`config.mk`:
```
export PLATFORM = sky130hd
export DESIGN_NAME = mact_alu
export DESIGN_NICKNAME = d
export VERILOG_FILES = /design/src/design/mact_pkg.sv /design/src/design/mact_alu.sv
export SDC_FILE = /design/constraint.sdc
export NUM_CORES = 1
export LEC_CHECK = 0
export ABC_AREA = 1
export BUFFER_PORTS_ARGS = -buffer_cell sky130_fd_sc_hd__buf_2
export CAP_MARGIN = 0
export CORE_MARGIN = 3
export CORE_UTILIZATION = 40
export DETAILED_ROUTE_END_ITERATION = 12
export GPL_ROUTABILITY_DRIVEN = 1
export GPL_TIMING_DRIVEN = 0
export PLACE_DENSITY = 0.61
export SLEW_MARGIN = 30
export SYNTH_ARGS = -nofsm -noshare
export SYNTH_HDL_FRONTEND = slang
export SYNTH_SLANG_ARGS = --single-unit
```
`constraint.sdc`:
```
create_clock -name vclk -period 14.9
set_input_delay 2.98 -clock vclk [all_inputs]
set_output_delay 2.98 -clock vclk [all_outputs]
set_load 0.05 [all_outputs]
```
`src/design/mact_pkg.sv`:
```
// ---------------------------------------------------------------------------
// mact_pkg : shared types and constants of the crossover trader
// Field widths, derived datapath widths, payload structs and unit op codes.
// ---------------------------------------------------------------------------
package mact_pkg;

   // History depth and price width
   localparam int HIST_DEPTH = 256;
   localparam int PRICE_W    = 24;

   // Fixed field widths
   localparam int CASH_W = 48;
   localparam int WIN_W  = 9;
   localparam int ACT_W  = 2;
   localparam int IDX_W  = 2;

   // Derived widths
   localparam int ADDR_W  = $clog2(HIST_DEPTH);
   localparam int SEEN_W  = $clog2(HIST_DEPTH + 1);
   localparam int SUM_W   = PRICE_W + $clog2(HIST_DEPTH);
   localparam int LHS_W   = SUM_W + WIN_W;
   localparam int MPL_W   = (PRICE_W > WIN_W) ? PRICE_W : WIN_W;
   localparam int ALU_W   = CASH_W + PRICE_W;
   localparam int CNT_MAX = (HIST_DEPTH > CASH_W) ? HIST_DEPTH : CASH_W;
   localparam int CNT_W   = $clog2(CNT_MAX + 1);

   localparam logic [CASH_W-1:0] CASH_MAX = {CASH_W{1'b1}};

   // Register reset values
   localparam logic [WIN_W-1:0]  SHORT_WIN_RST = WIN_W'(50);
   localparam logic [WIN_W-1:0]  LONG_WIN_RST  = WIN_W'(200);
   localparam logic [CASH_W-1:0] CAPITAL_RST   = CASH_W'(1000000);

   // Register indexes
   localparam logic [IDX_W-1:0] CSR_SHORT_WIN = IDX_W'(0);
   localparam logic [IDX_W-1:0] CSR_LONG_WIN  = IDX_W'(1);
   localparam logic [IDX_W-1:0] CSR_CAPITAL   = IDX_W'(2);

   typedef enum logic [ACT_W-1:0] {
      ACT_NONE,
      ACT_BUY,
      ACT_SELL,
      ACT_CLOSE
   } action_type;

   typedef struct packed {
      logic [PRICE_W-1:0] price;
      logic               final_price;
   } req_type;

   typedef struct packed {
      action_type         action;
      logic [CASH_W-1:0]  share_count;
      logic [PRICE_W-1:0] trade_price;
      logic [CASH_W-1:0]  cash_after;
      logic               run_end;
   } rsp_type;

   typedef enum logic {
      ALU_ADD,
      ALU_SUB
   } alu_op_type;

   typedef struct packed {
      logic             carry;
      logic             zero;
      logic [ALU_W-1:0] y;
   } alu_res_type;

endpackage

```
`src/design/mact_alu.sv`:
```
// ---------------------------------------------------------------------------
// mact_alu : shared add/subtract unit
// Wide adder used for sums, product steps, division steps and compares.
// ---------------------------------------------------------------------------
module mact_alu import mact_pkg::*; (
   input  alu_op_type       op,
   input  logic [ALU_W-1:0] a,
   input  logic [ALU_W-1:0] b,
   output alu_res_type      res
);

   logic [ALU_W:0] wide;

   always_comb begin
      unique case (op)
         ALU_ADD: wide = {1'b0, a} + {1'b0, b};
         ALU_SUB: wide = {1'b0, a} - {1'b0, b};
      endcase
   end

   // carry is the carry out on add, the borrow on subtract
   assign res.carry = wide[ALU_W];
   assign res.y     = wide[ALU_W-1:0];
   assign res.zero  = (wide[ALU_W-1:0] == '0);

endmodule

```
; After elaboration in Yosys (flattened, before gate mapping)
; Cells that the tools add are included.
[op_classes]
addsub = 2
n_mul = 0
n_div = 0
n_lt_le_gt_ge = 0
eq_ne = 0
shift = 0
mux = 1
bitwise = 1
reduce_logical = 1
[ops]
columns = op, count
row1 = 73-bit one-hot mux with 2 select lines, 1
row2 = 72-bit by 72-bit adder with 73-bit output, 1
row3 = 72-bit by 72-bit subtractor with 73-bit output, 1
row4 = 72-bit zero test, 1
row5 = 1-bit NOT, 1
[word_totals]
register_bits = 0
latchBits = 0
ramBits = 0
rom_bits = 0
in_bits = 145
output_inout_bits = 74
wordCells = 5
mem_count = 0

; Longest topological paths before layout
[logic_depth]
depth_word = 3
depth_mapped = 34

; Worst setup path after synthesis
; No wires, ideal clock.
[synth_path]
path_type = input-to-output
startpoint = input b[1]
endpoint = output res[72] (netlist bit)
t_arrival_ns = 6.970
t_required_ns = 11.920
path_slack_ns = 4.950
cell_stages = 28
path_buffers = 0
path_cell_list = inv_1 ha_1 nand2_1 nor2_2 nand2_1 nor3_4 nand2_2 nand2_1 o21a_1 nand2_2 nor2_4 nand2_2 nor2_4 nand2_1 xnor2_1 ha_1 nand2_1 nor2_1 nand2_1 nor4_2 nand2_1 nand3_1 nand2_1 nor2_1 nand2_1 nor2_1 nand2_1 nor3_2
[synth_lines]
columns = item, line_no
row1 = from (decl), mact_alu.sv:8  ; input logic [ALU_W-1:0] b,
row2 = to (decl), mact_alu.sv:9  ; output alu_res_type res

==> impl_metrics.ini <==
[outcome]
outcome = finished, final reports clean

[timing]
post-route-period-util_pct = 71.9
rsz0062_at_grt = false
slew_headroom_pct = 49.9
tightestPinTransition_ns = 0.744
post-route-min-period_ns = 10.72
final.setup.worst_slack_ns = 4.18
slew_viol_final = 0
hold_viol = 0
finalSetupTns_ns = 0
finalSetupViolations = 0
clock.fmax_mhz = 93.3

[floorplan]
start_util_pct = 41.0
die_y_um = 165
rows = 57
io-pin-count = 219
dieArea_mm2 = 0.0271
core-area_mm2 = 0.0245
die_w_um = 165

[power_and_ir_drop]
cellPowerDensity_mw_per_mm2 = 71.0
p_sw_share_pct = 74.2
p_comb_share_pct = 100.0
p_switching_uw = 609
peakVddDrop_v = 0.0000574
p_int_uw = 212
p_seq_share_pct = 0
clkPwrFrac_pct = 0
p_leak_nw = 7.25

[setup_path]
start_kind = input port
cp_data_arrival_time_ns = 7.74
slowest_stage = clkbuf_1
worstSetupEndpointType = primary output
slowest_delay_ns = 0.60
crit_top_cell = nand2_1
cp_max_fo = 10
worstPathRequired_ns = 11.92
critPathKind = input port to primary output

[layout]
n_antenna_cell = 0
seq_cells = 0
fillCellCount = 2912
drive_gt1_share_pct = 16.0
regArea_um2 = 0
nets = 2527
fin_util_pct = 47.1
multi_input_area_mm2 = 0.00812
syn_to_final_growth_pct = 14.9
nClkBuffers = 0
instances_no_fill = 2630

[logic_synthesis]
synthesis.nets = 2307
syn_area_mm2 = 0.0101
synthCells = 2088
yosys_warnings = 0
avgSynthCellArea_um2 = 4.82
yosysSeqAreaShare_pct = 0
ys_types = 47

[grt]
grt_pass1_wl_um = 63800
antenna_found_initial = 0
first_global_vias = 11500
grt_max_degree = 11
grt.overflow.total = 0
grt_use_total_pct = 30.6

[drt]
drt_iter0_drc = 1006
vias_per_cell = 4.92
routed.top_layer = met4
remaining_drc_errors = 0
detail-route-antenna-nets = 0
num_vias = 12900
wl_met1_um = 21800
first_pass_iters = 5
met3_length_um = 2590
wl_um = 42700
wl_met2_um = 17600
wl_per_cell_um = 16.2

[place]
post-dp-hpwl_um = 39000
place.gp.congestion = 0.988
post-place-ws_ns = 4.24
portBuffers = 218
post-place-cells = 2630

[clock_network]
post_cts_resized = 0
cts_hold_buffers = 0
cts_setup_buffers = 0

[worst_hold_path]
min_path_cells = 4
min_from = b[0]
min_to = res[0]
hp-class = input port to primary output

[flow_run]
maxCapViolCount = 0
cells by family after synthesis:
| logic type | synth area share [%] |
|---|---|
| compound gates | 7.06 |
| xor+xnor | 6.96 |
| fa+ha+maj | 9.27 |
| buf+inv | 19.3 |
| simple gates | 57.4 |
placed cells by master, fill, tap and decap left out, drive strengths merged, types with 35 or more instances in the layout:
cell type	instances
a21oi	68
ha	73
nor2	241
xor2	53
buf	220
o21ai	36
nand3	97
nand2	827
nor3	35
inv	510
worst max path at each step:
stage / from / end
global route: op / res[72]
finish: op / res[72]
CTS: op / res[72]
floorplan: b[1] / res[72]
detailed placement: op / res[72]
global placement: op / res[72]
layer usage:
metal,track usage (%),vias up
met3,1.35,37
met4,3.93,0
met2,46.9,405
met1,47.9,5773
met5,0,-
li1,-,6717
area by class of cell:
class              instances  share of cell area (%)
multi-input cells       1570                    70.2
inverters                510                    16.6
repair buffers           218                    9.43
well taps                324                    3.51
plain buffers              8                   0.270
cell usage after synthesis, types with 2 or more instances:
library cell,number,area (um^2)
nand2_1,781,2930
inv_1,496,1860
nor2_1,195,732
nand3_1,78,390
ha_1,73,913
a21oi_1,66,330
xor2_1,53,464
nand2_2,45,282
nor2_2,34,213
nand4_1,32,200
o21ai_0,29,145
xnor2_1,27,236
nor3_1,22,110
nand3b_1,21,158
nor4_1,20,125
nand3_2,19,190
inv_2,14,52.6
nor2_4,11,124
nor3_2,10,100
a31oi_1,8,50.1
o21bai_1,7,52.6
clkbuf_1,6,22.5
o21ai_1,4,20.0
and2_1,3,18.8
and3_1,3,18.8
nor3_4,3,48.8
nor4_2,3,37.5
o21a_1,3,22.5
o21ai_2,3,26.3
a21oi_2,2,17.5
power groups by stage:
stage / Sequential, mW / Clock, mW / Combinational, mW
2_1_floorplan: 0 / 0 / 0.575
5_1_grt: 0 / 0 / 0.889
3_5_place_dp: 0 / 0 / 0.807
3_3_place_gp: 0 / 0 / 0.803
4_1_cts: 0 / 0 / 0.809
6_report: 0 / 0 / 0.821
critical path, delay by kind of cell:
family / cells / cell delay [ns]
and+or+nand+nor: 15 / 1.81
adders and majority gates: 1 / 0.44
xor gates and xnor gates: 1 / 0.17
AOI/OAI and AO/OA: 1 / 0.20
buffers and inverters: 7 / 2.13
stage by stage:
| stage | hold slack [ns] | power (mW) | area, um^2 |
|---|---|---|---|
| 2_1_floorplan | 6.25 | 0.575 | 10100 |
| 3_3_place_gp | 6.46 | 0.803 | 11600 |
| 4_1_cts | 6.47 | 0.809 | 11600 |
| 5_1_grt | 6.51 | 0.889 | 11600 |
| 6_report | 6.47 | 0.821 | 11600 |
| 3_5_place_dp | 6.47 | 0.807 | 11600 |
No activity file was read; power rests on OpenSTA's default activity.
