**config.mk**
```make
export PLATFORM = sky130hd
export DESIGN_NAME = mact_ram
export DESIGN_NICKNAME = d
export VERILOG_FILES = /design/src/design/mact_ram.sv
export SDC_FILE = /design/constraint.sdc
export NUM_CORES = 1
export LEC_CHECK = 0
export ABC_AREA = 0
export BUFFER_PORTS_ARGS = -buffer_cell sky130_fd_sc_hd__clkbuf_2
export CORE_UTILIZATION = 52
export DETAILED_ROUTE_END_ITERATION = 6
export GPL_TIMING_DRIVEN = 0
export PLACE_DENSITY = 0.8
export SLEW_MARGIN = 20
export SYNTH_ARGS = -nofsm -noshare
export SYNTH_HDL_FRONTEND = slang
export SYNTH_SLANG_ARGS = --single-unit
```
**constraint.sdc**
```tcl
create_clock -name clock -period 3.19 [get_ports clock]
set_input_delay 0.1595 -clock clock [delete_from_list [all_inputs] [get_ports clock]]
set_output_delay 0.1595 -clock clock [all_outputs]
set_load 0.02 [all_outputs]
```
**src/design/mact_ram.sv**
```systemverilog
// ---------------------------------------------------------------------------
// mact_ram : generic single write, single read memory
// One write port and one read port with registered read data.
// ---------------------------------------------------------------------------
module mact_ram #(
   parameter int WIDTH = 8,
   parameter int DEPTH = 16
) (
   input  logic                     clock,
   input  logic                     wr_en,
   input  logic [$clog2(DEPTH)-1:0] wr_addr,
   input  logic [WIDTH-1:0]         wr_data,
   input  logic                     rd_en,
   input  logic [$clog2(DEPTH)-1:0] rd_addr,
   output logic [WIDTH-1:0]         rd_data
);

   logic [WIDTH-1:0] mem [DEPTH];
   logic [WIDTH-1:0] rd_data_ff;

   always_ff @(posedge clock) begin
      if (wr_en) begin
         mem[wr_addr] <= wr_data;
      end
      if (rd_en) begin
         rd_data_ff <= mem[rd_addr];
      end
   end

   assign rd_data = rd_data_ff;

endmodule

```
Word-level counts from Yosys, hierarchy flattened:

Memory sizes are Yosys's and may differ from the RTL's. A register that Yosys moved wholly into a read port is not among the register bits.
Cells that the tools add are included.

* flip-flop bits (word level): 0
* memories kept: 1
* word-level logic and storage cells: 3
* output and inout port bits: 8
* memory bits (writable): 128

Memories
* mem: words 16, width 8, rd ports 1, clocked after memory_dff 1, write ports 1, RTL line 18 `logic [WIDTH-1:0] mem [DEPTH];`

* mux-type cells: 2

Operators by type and width (number)
* $mux W1: 2

Logic depth before layout (Yosys ltp):

Gate-level depths: netlist (run 1).

* depth after elaboration: 2
* depth in mapped cells: 5

Worst setup path after synthesis (run 1):

No wires, ideal clock.

* kind: input to register
* start: input wr_addr[2]
* end: memory mem[0][0] (enable)
* stages: 2
* path slack: 1.538 ns
* path buffers: 0
* data arrival time: 1.269 ns
* data required time: 2.807 ns
* path through: or3b_2 > nor3_1

RTL lines
* from (decl): RTL line 11 `input logic [$clog2(DEPTH)-1:0] wr_addr,`
* to (decl): RTL line 18

Straight into the memory's write port.

==> results of run 1 <==
synthesized netlist by cell type (all sizes together):
master         number  area (µm²)
a22oi              16       120.1
and2                1       6.260
and2b               1       7.510
buf                 7       56.30
clkdlybuf4s25       3       30.03
edfxtp            136        4084
mux4               32       773.2
nand2               9       33.78
nand2b              2       12.51
nand3               1       5.000
nand3b              2       15.01
nor2               13       48.80
nor2b               1       6.260
nor3                4       20.02
or3b                1       8.760
layer usage:
layer  vias to the layer above  global-route usage [%]  wire (µm)
met1                      1250                   30.36       4114
li1                       1072                       -          -
met4                         0                   6.593        105
met5                         -                       0          0
met2                       115                   32.11       5021
met3                         8                   5.746        792
cell usage in the layout (no fill, tap or decap), types with 4 or more instances in the layout:
cell / instances
clkbuf_16: 16
bufinv_16: 5
nor2_1: 13
mux4_2: 18
nand2_1: 9
nor3_2: 4
mux4_1: 14
a22oi_1: 16
edfxtp_1: 136
clkbuf_2: 25
critical path, cell delays in order, from the launching register on:
cell	delay, ns
edfxtp_1	0.40
mux4_1	0.59
a22oi_1	0.26
nand2_1	0.08
metrics by stage:
step	setup slack, ns	cells
finish	1.608	420
detailed placement	1.351	387
global route	1.554	420
global placement	1.047	387
CTS	1.584	420
floorplan	1.538	229
worst min path at each step:
stage,startpoint,endpoint,slack [ns],cells past startpoint
floorplan,wr_data[0],mem[0][0],0.26,0
global placement,rd_en,rd_data[2],0.51,1
detailed placement,rd_en,rd_data[7],0.51,1
CTS,wr_data[4],mem[3][4],0.09,1
global route,wr_data[5],mem[15][5],0.11,1
finish,wr_data[5],mem[15][5],0.10,1
repair_timing:
action                                 in CTS  in global routing
hold buffers                                1                  0
resized for setup                           0                  0
endpoints found under the hold margin       8                  0
area by class of cell:
cell class	count	area (µm²)	area share, %
plain buffers	10	86.33	1.399
clock buffers	17	414.1	6.711
clock inverters	15	207.7	3.366
multi-input cells	83	1077	17.46
flip-flops and latches	136	4084	66.18
well taps	133	166.4	2.697
repair buffers	26	135.1	2.190
state kept, by name, summed over array words and instances (netlist names):
| signal | cells |
|---|---|
| rd_data | 8 |
| mem | 128 |
power groups by stage:
stage	clock network (µW)	registers (µW)	logic [µW]
floorplan	0	2070	102
global route	2120	2030	212
global placement	0	2060	189
CTS	2050	2020	199
detailed placement	0	2060	196
finish	2040	2020	199
cell families after synthesis:
group | count (synthesis) | synth area share, %
multiplexers | 32 | 14.79
AND/OR/NAND/NOR | 35 | 3.136
AO/OA/AOI/OAI | 16 | 2.298
flip-flops | 136 | 78.12
buffers and inverters | 10 | 1.651
==> results.yml, run 1 <==
grt:
  first_global_vias: 2424
  antenna_found_initial: 0
  grt_overflow: 0
  grt_max_degree: 17
  track_usage_pct: 21.16
  grt_pass1_wl_mm: 14.75
power_and_ir_drop:
  p_clk_share_pct: 47.8
  power.density_nw_per_um2: 690.4
  vdd_drop_max_mv: 0.3985
  switching_share_pct: 19.55
  power_switching_uw: 833.0
  leakage_uw: 0.002064
  p_int_uw: 3428
  pwr-share-seq_pct: 47.5
  p_comb_share_pct: 4.7
  totalPowerFinal_uw: 4260
run:
  max-cap-violations: 0
critical_path:
  r2r_end: "rd_data[1]"
  critPathLaunch: "mem[5][1]"
  critPathArrivalTime_ns: 1.84
  cp_max_fo: 1
  reg2reg_depth: 3
  cp_data_required_time_ns: 3.44
  worstSetupEndpointType: "register"
  criticalPathCategory: "register to register"
  r2r_setup_slack_ns: 1.61
  start_kind: "register"
  r2r-start: "mem[5][1]"
  crit_end: "rd_data[1]"
floorplanning:
  core_um2: 9774
  die_x_um: 102.3
  die-area_um2: 10460
  floorplan.rows: 36
  num_io_pins: 27
  start_util_pct: 53.48
  die_y_um: 102.3
finish:
  antenna_cells: 0
  fin_util_pct: 63.13
  drive_gt1_share_pct: 30.31
  area_delta_synth_final_pct: 18.05
  filler_cell_count: 644
  design_area_um2: 6171
  nets: 293
worst_hold_path:
  hold_path_class: "input port to register"
timing:
  slew_headroom_pct: 41.62
  finClkSkew_ns: 0.008104
  min_period_ns: 1.582
  worst_pin_slew_ns: 0.8725
  slew_violations: 0
  fin_setup_tns_ns: 0
  setup_viol_count_final: 0
  hold_slack_ns: 0.1035
  rsz0062_at_grt: "no"
  hold_viol: 0
  max_freq_ghz: 0.6322
  fin_crit_sh_pct: 49.58
logic_synthesis:
  synth-seq-cells: 136
  synthesis.area_um2: 5228
  ys_seq_area_share_pct: 78.12
  netlist_instances: 229
  synth.avg_cell_area_um2: 22.83
  yosysWarnings: 0
  syn_nets: 248
  yosysUniqueCellTypes: 18
cts:
  root_buffer: "clkbuf_8"
  cts_tree: "done"
  cts_made_buffers: 17
  h-tree-depth: 4
  cts_setup_buffers: 0
  clock_latency_ns: 0.50
  clockBufferDepth: 2
  clkTransAtPathRegs_ns: 0.06
  clock_sinks: 136
detailed_routing:
  drt-wirelength-per-cell_um: 23.89
  drc: 0
  wirelength_mm: 10.03
  antenna_left: 0
  vias: 2445
  vias_per_cell: 5.821
  drt_first_pass_iters: 4
  drt_iter0_drc: 290
place:
  dp_hpwl_mm: 6.145
  gp_congestion: 0.7422
  dpl_cell_area_um2: 5534
  io_buffers: 25
outcome:
  outcome: "finished, final reports clean"
Note: power is estimated with default switching activity, not from simulation.
==> inputs of run 2 (changes only) <==
Clock period 3.19 ns to 1.5 ns, I/O delays scaled along.
==> run 2 against run 1 <==
Effect of this change:
- sequential share of layout area barely moved
- final area hardly changed
- clock power is 95% higher
- count of clock-buffer cells in the layout up 1
- global-route usage shrank 0.18 points
- flip-flop and latch count did not move
- via count up 2.6%
- largest cell class unchanged
- highest routed layer unchanged
==> results.yml, run 2 (synthesis gave the netlist of run 1 again) <==
grt:
  grt_pass1_wl_mm: 14.48
  first_global_vias: 2466
  track_usage_pct: 20.98
  grt_overflow: 0
  antenna_found_initial: 0
  grt_max_degree: 17
finish:
  design_area_um2: 6167
  largest_reg_flops: 128
  final_cell_mix: "edfxtp_1 (136), clkbuf_2 (25), mux4_2 (20)"
  antenna_cells: 0
  nets: 295
  final_common_cell: "edfxtp_1"
  multiInputGateArea_um2: 1100
  filler_cell_count: 655
  largest_register: "mem"
  area_delta_synth_final_pct: 17.98
  drive_gt1_share_pct: 32.53
  regArea_um2: 4084
critical_path:
  criticalPathCategory: "register to register"
  critical-path-top-delay-family: "multiplexers"
  path_buf_inv: 0
  worstSetupEndpointType: "register"
  critPathArrivalTime_ns: 1.73
  r2r_setup_slack_ns: 0.04
  cp_slowest_cell: "mux4_1"
  slowest_delay_ns: 0.58
  start_kind: "register"
  cp_max_fo: 1
  crit_chain: "mux4_1 > a22oi_2 > nand2_1"
  cp_data_required_time_ns: 1.76
detailed_routing:
  drc: 0
  antenna_left: 0
  drt_iter0_drc: 380
  wirelength_mm: 9.766
  drt-wirelength-per-cell_um: 23.14
  drt_first_pass_iters: 4
  vias: 2508
  vias_per_cell: 5.943
power_and_ir_drop:
  totalPowerFinal_uw: 8729
  leakage_uw: 0.002035
  pwr-share-seq_pct: 49.3
  p_comb_share_pct: 5.0
  p_int_uw: 6964
  power.density_nw_per_um2: 1415
  vdd_drop_max_mv: 1.000
  switching_share_pct: 20.22
  p_clk_share_pct: 45.6
  power_switching_uw: 1765
floorplanning:
  die_x_um: 102.3
  die_y_um: 102.3
  die-area_um2: 10460
  start_util_pct: 53.48
  floorplan.rows: 36
  num_io_pins: 27
  core_um2: 9774
timing:
  worst_pin_slew_ns: 0.8362
  fin_crit_sh_pct: 97.54
  min_period_ns: 1.463
  finClkSkew_ns: 0.004405
  slew_violations: 0
  rsz0062_at_grt: "no"
  hold_viol: 0
  max_freq_ghz: 0.6835
  setup_viol_count_final: 0
  slew_headroom_pct: 44.05
  hold_slack_ns: 0.02752
cts:
  clock_sinks: 136
  clockBufferDepth: 2
  cts_tree: "done"
  clock_latency_ns: 0.51
  cts_setup_buffers: 0
  clkTransAtPathRegs_ns: 0.06
  h-tree-depth: 4
  cts_made_buffers: 17
  root_buffer: "clkbuf_8"
place:
  gp_congestion: 0.7604
  dp_hpwl_mm: 5.970
  io_buffers: 25
  dpl_cell_area_um2: 5534
run:
  max-cap-violations: 0
outcome:
  outcome: "finished, final reports clean"
worst_hold_path:
  hold_path_class: "input port to register"
-- run 2: repair_timing --
action,in CTS,in global routing
endpoints found under the hold margin,26,0
resized for setup,4,4
hold buffers,3,0
setup endpoints to repair,4,5
cloned,0,0
pin swaps,1,3
-- run 2: metal layers --
metal / track usage [%] / share of wire [%]
met5: 0 / 0
met4: 10.66 / 3.1
met3: 5.198 / 6.5
met2: 30.98 / 48
met1: 29.50 / 43
-- run 2: final timing paths --
kind,startpoint,depth (start not counted),endpoint
worst min register to register,mem[11][1],3,rd_data[1]
worst max register to register,mem[5][1],3,rd_data[1]
worst max-delay path,mem[5][1],3,rd_data[1]
worst min-delay path,wr_data[3],1,mem[4][3]
-- run 2: metrics by stage --
stage               utilization [%]  setup slack (ns)  setup TNS [ns]  std cells
CTS                           63.02           0.02251               0        422
finish                        63.10           0.03695               0        422
global placement              56.52           -0.2994          -12.99        387
detailed placement            56.62           -0.2246          -9.216        387
floorplan                         -            0.1426               0        229
global route                  63.10          0.002534               0        422
-- run 2: layout make-up --
| class | instances | area share (%) |
|---|---|---|
| Timing Repair Buffer | 28 | 2.516 |
| Multi-Input combinational cell | 83 | 17.83 |
| Buffer | 10 | 1.400 |
| Sequential cell | 136 | 66.22 |
| Clock buffer | 18 | 6.776 |
| Tap cell | 133 | 2.698 |
| Clock inverter | 14 | 2.556 |
-- run 2: worst register-to-register path: cells and delay by family (launching register included) --
kind | cells | cell delay, ns
simple gates | 1 | 0.07
flops | 1 | 0.36
mux | 1 | 0.58
compound gates | 1 | 0.21
-- run 2: power by group through the flow --
stage / sequential [µW] / combinational [µW] / clock [µW]
after floorplan: 4400 / 216 / 0
after global routing: 4310 / 472 / 4170
after CTS: 4300 / 435 / 4010
after detailed placement: 4380 / 418 / 0
after global placement: 4370 / 404 / 0
final: 4300 / 440 / 3980
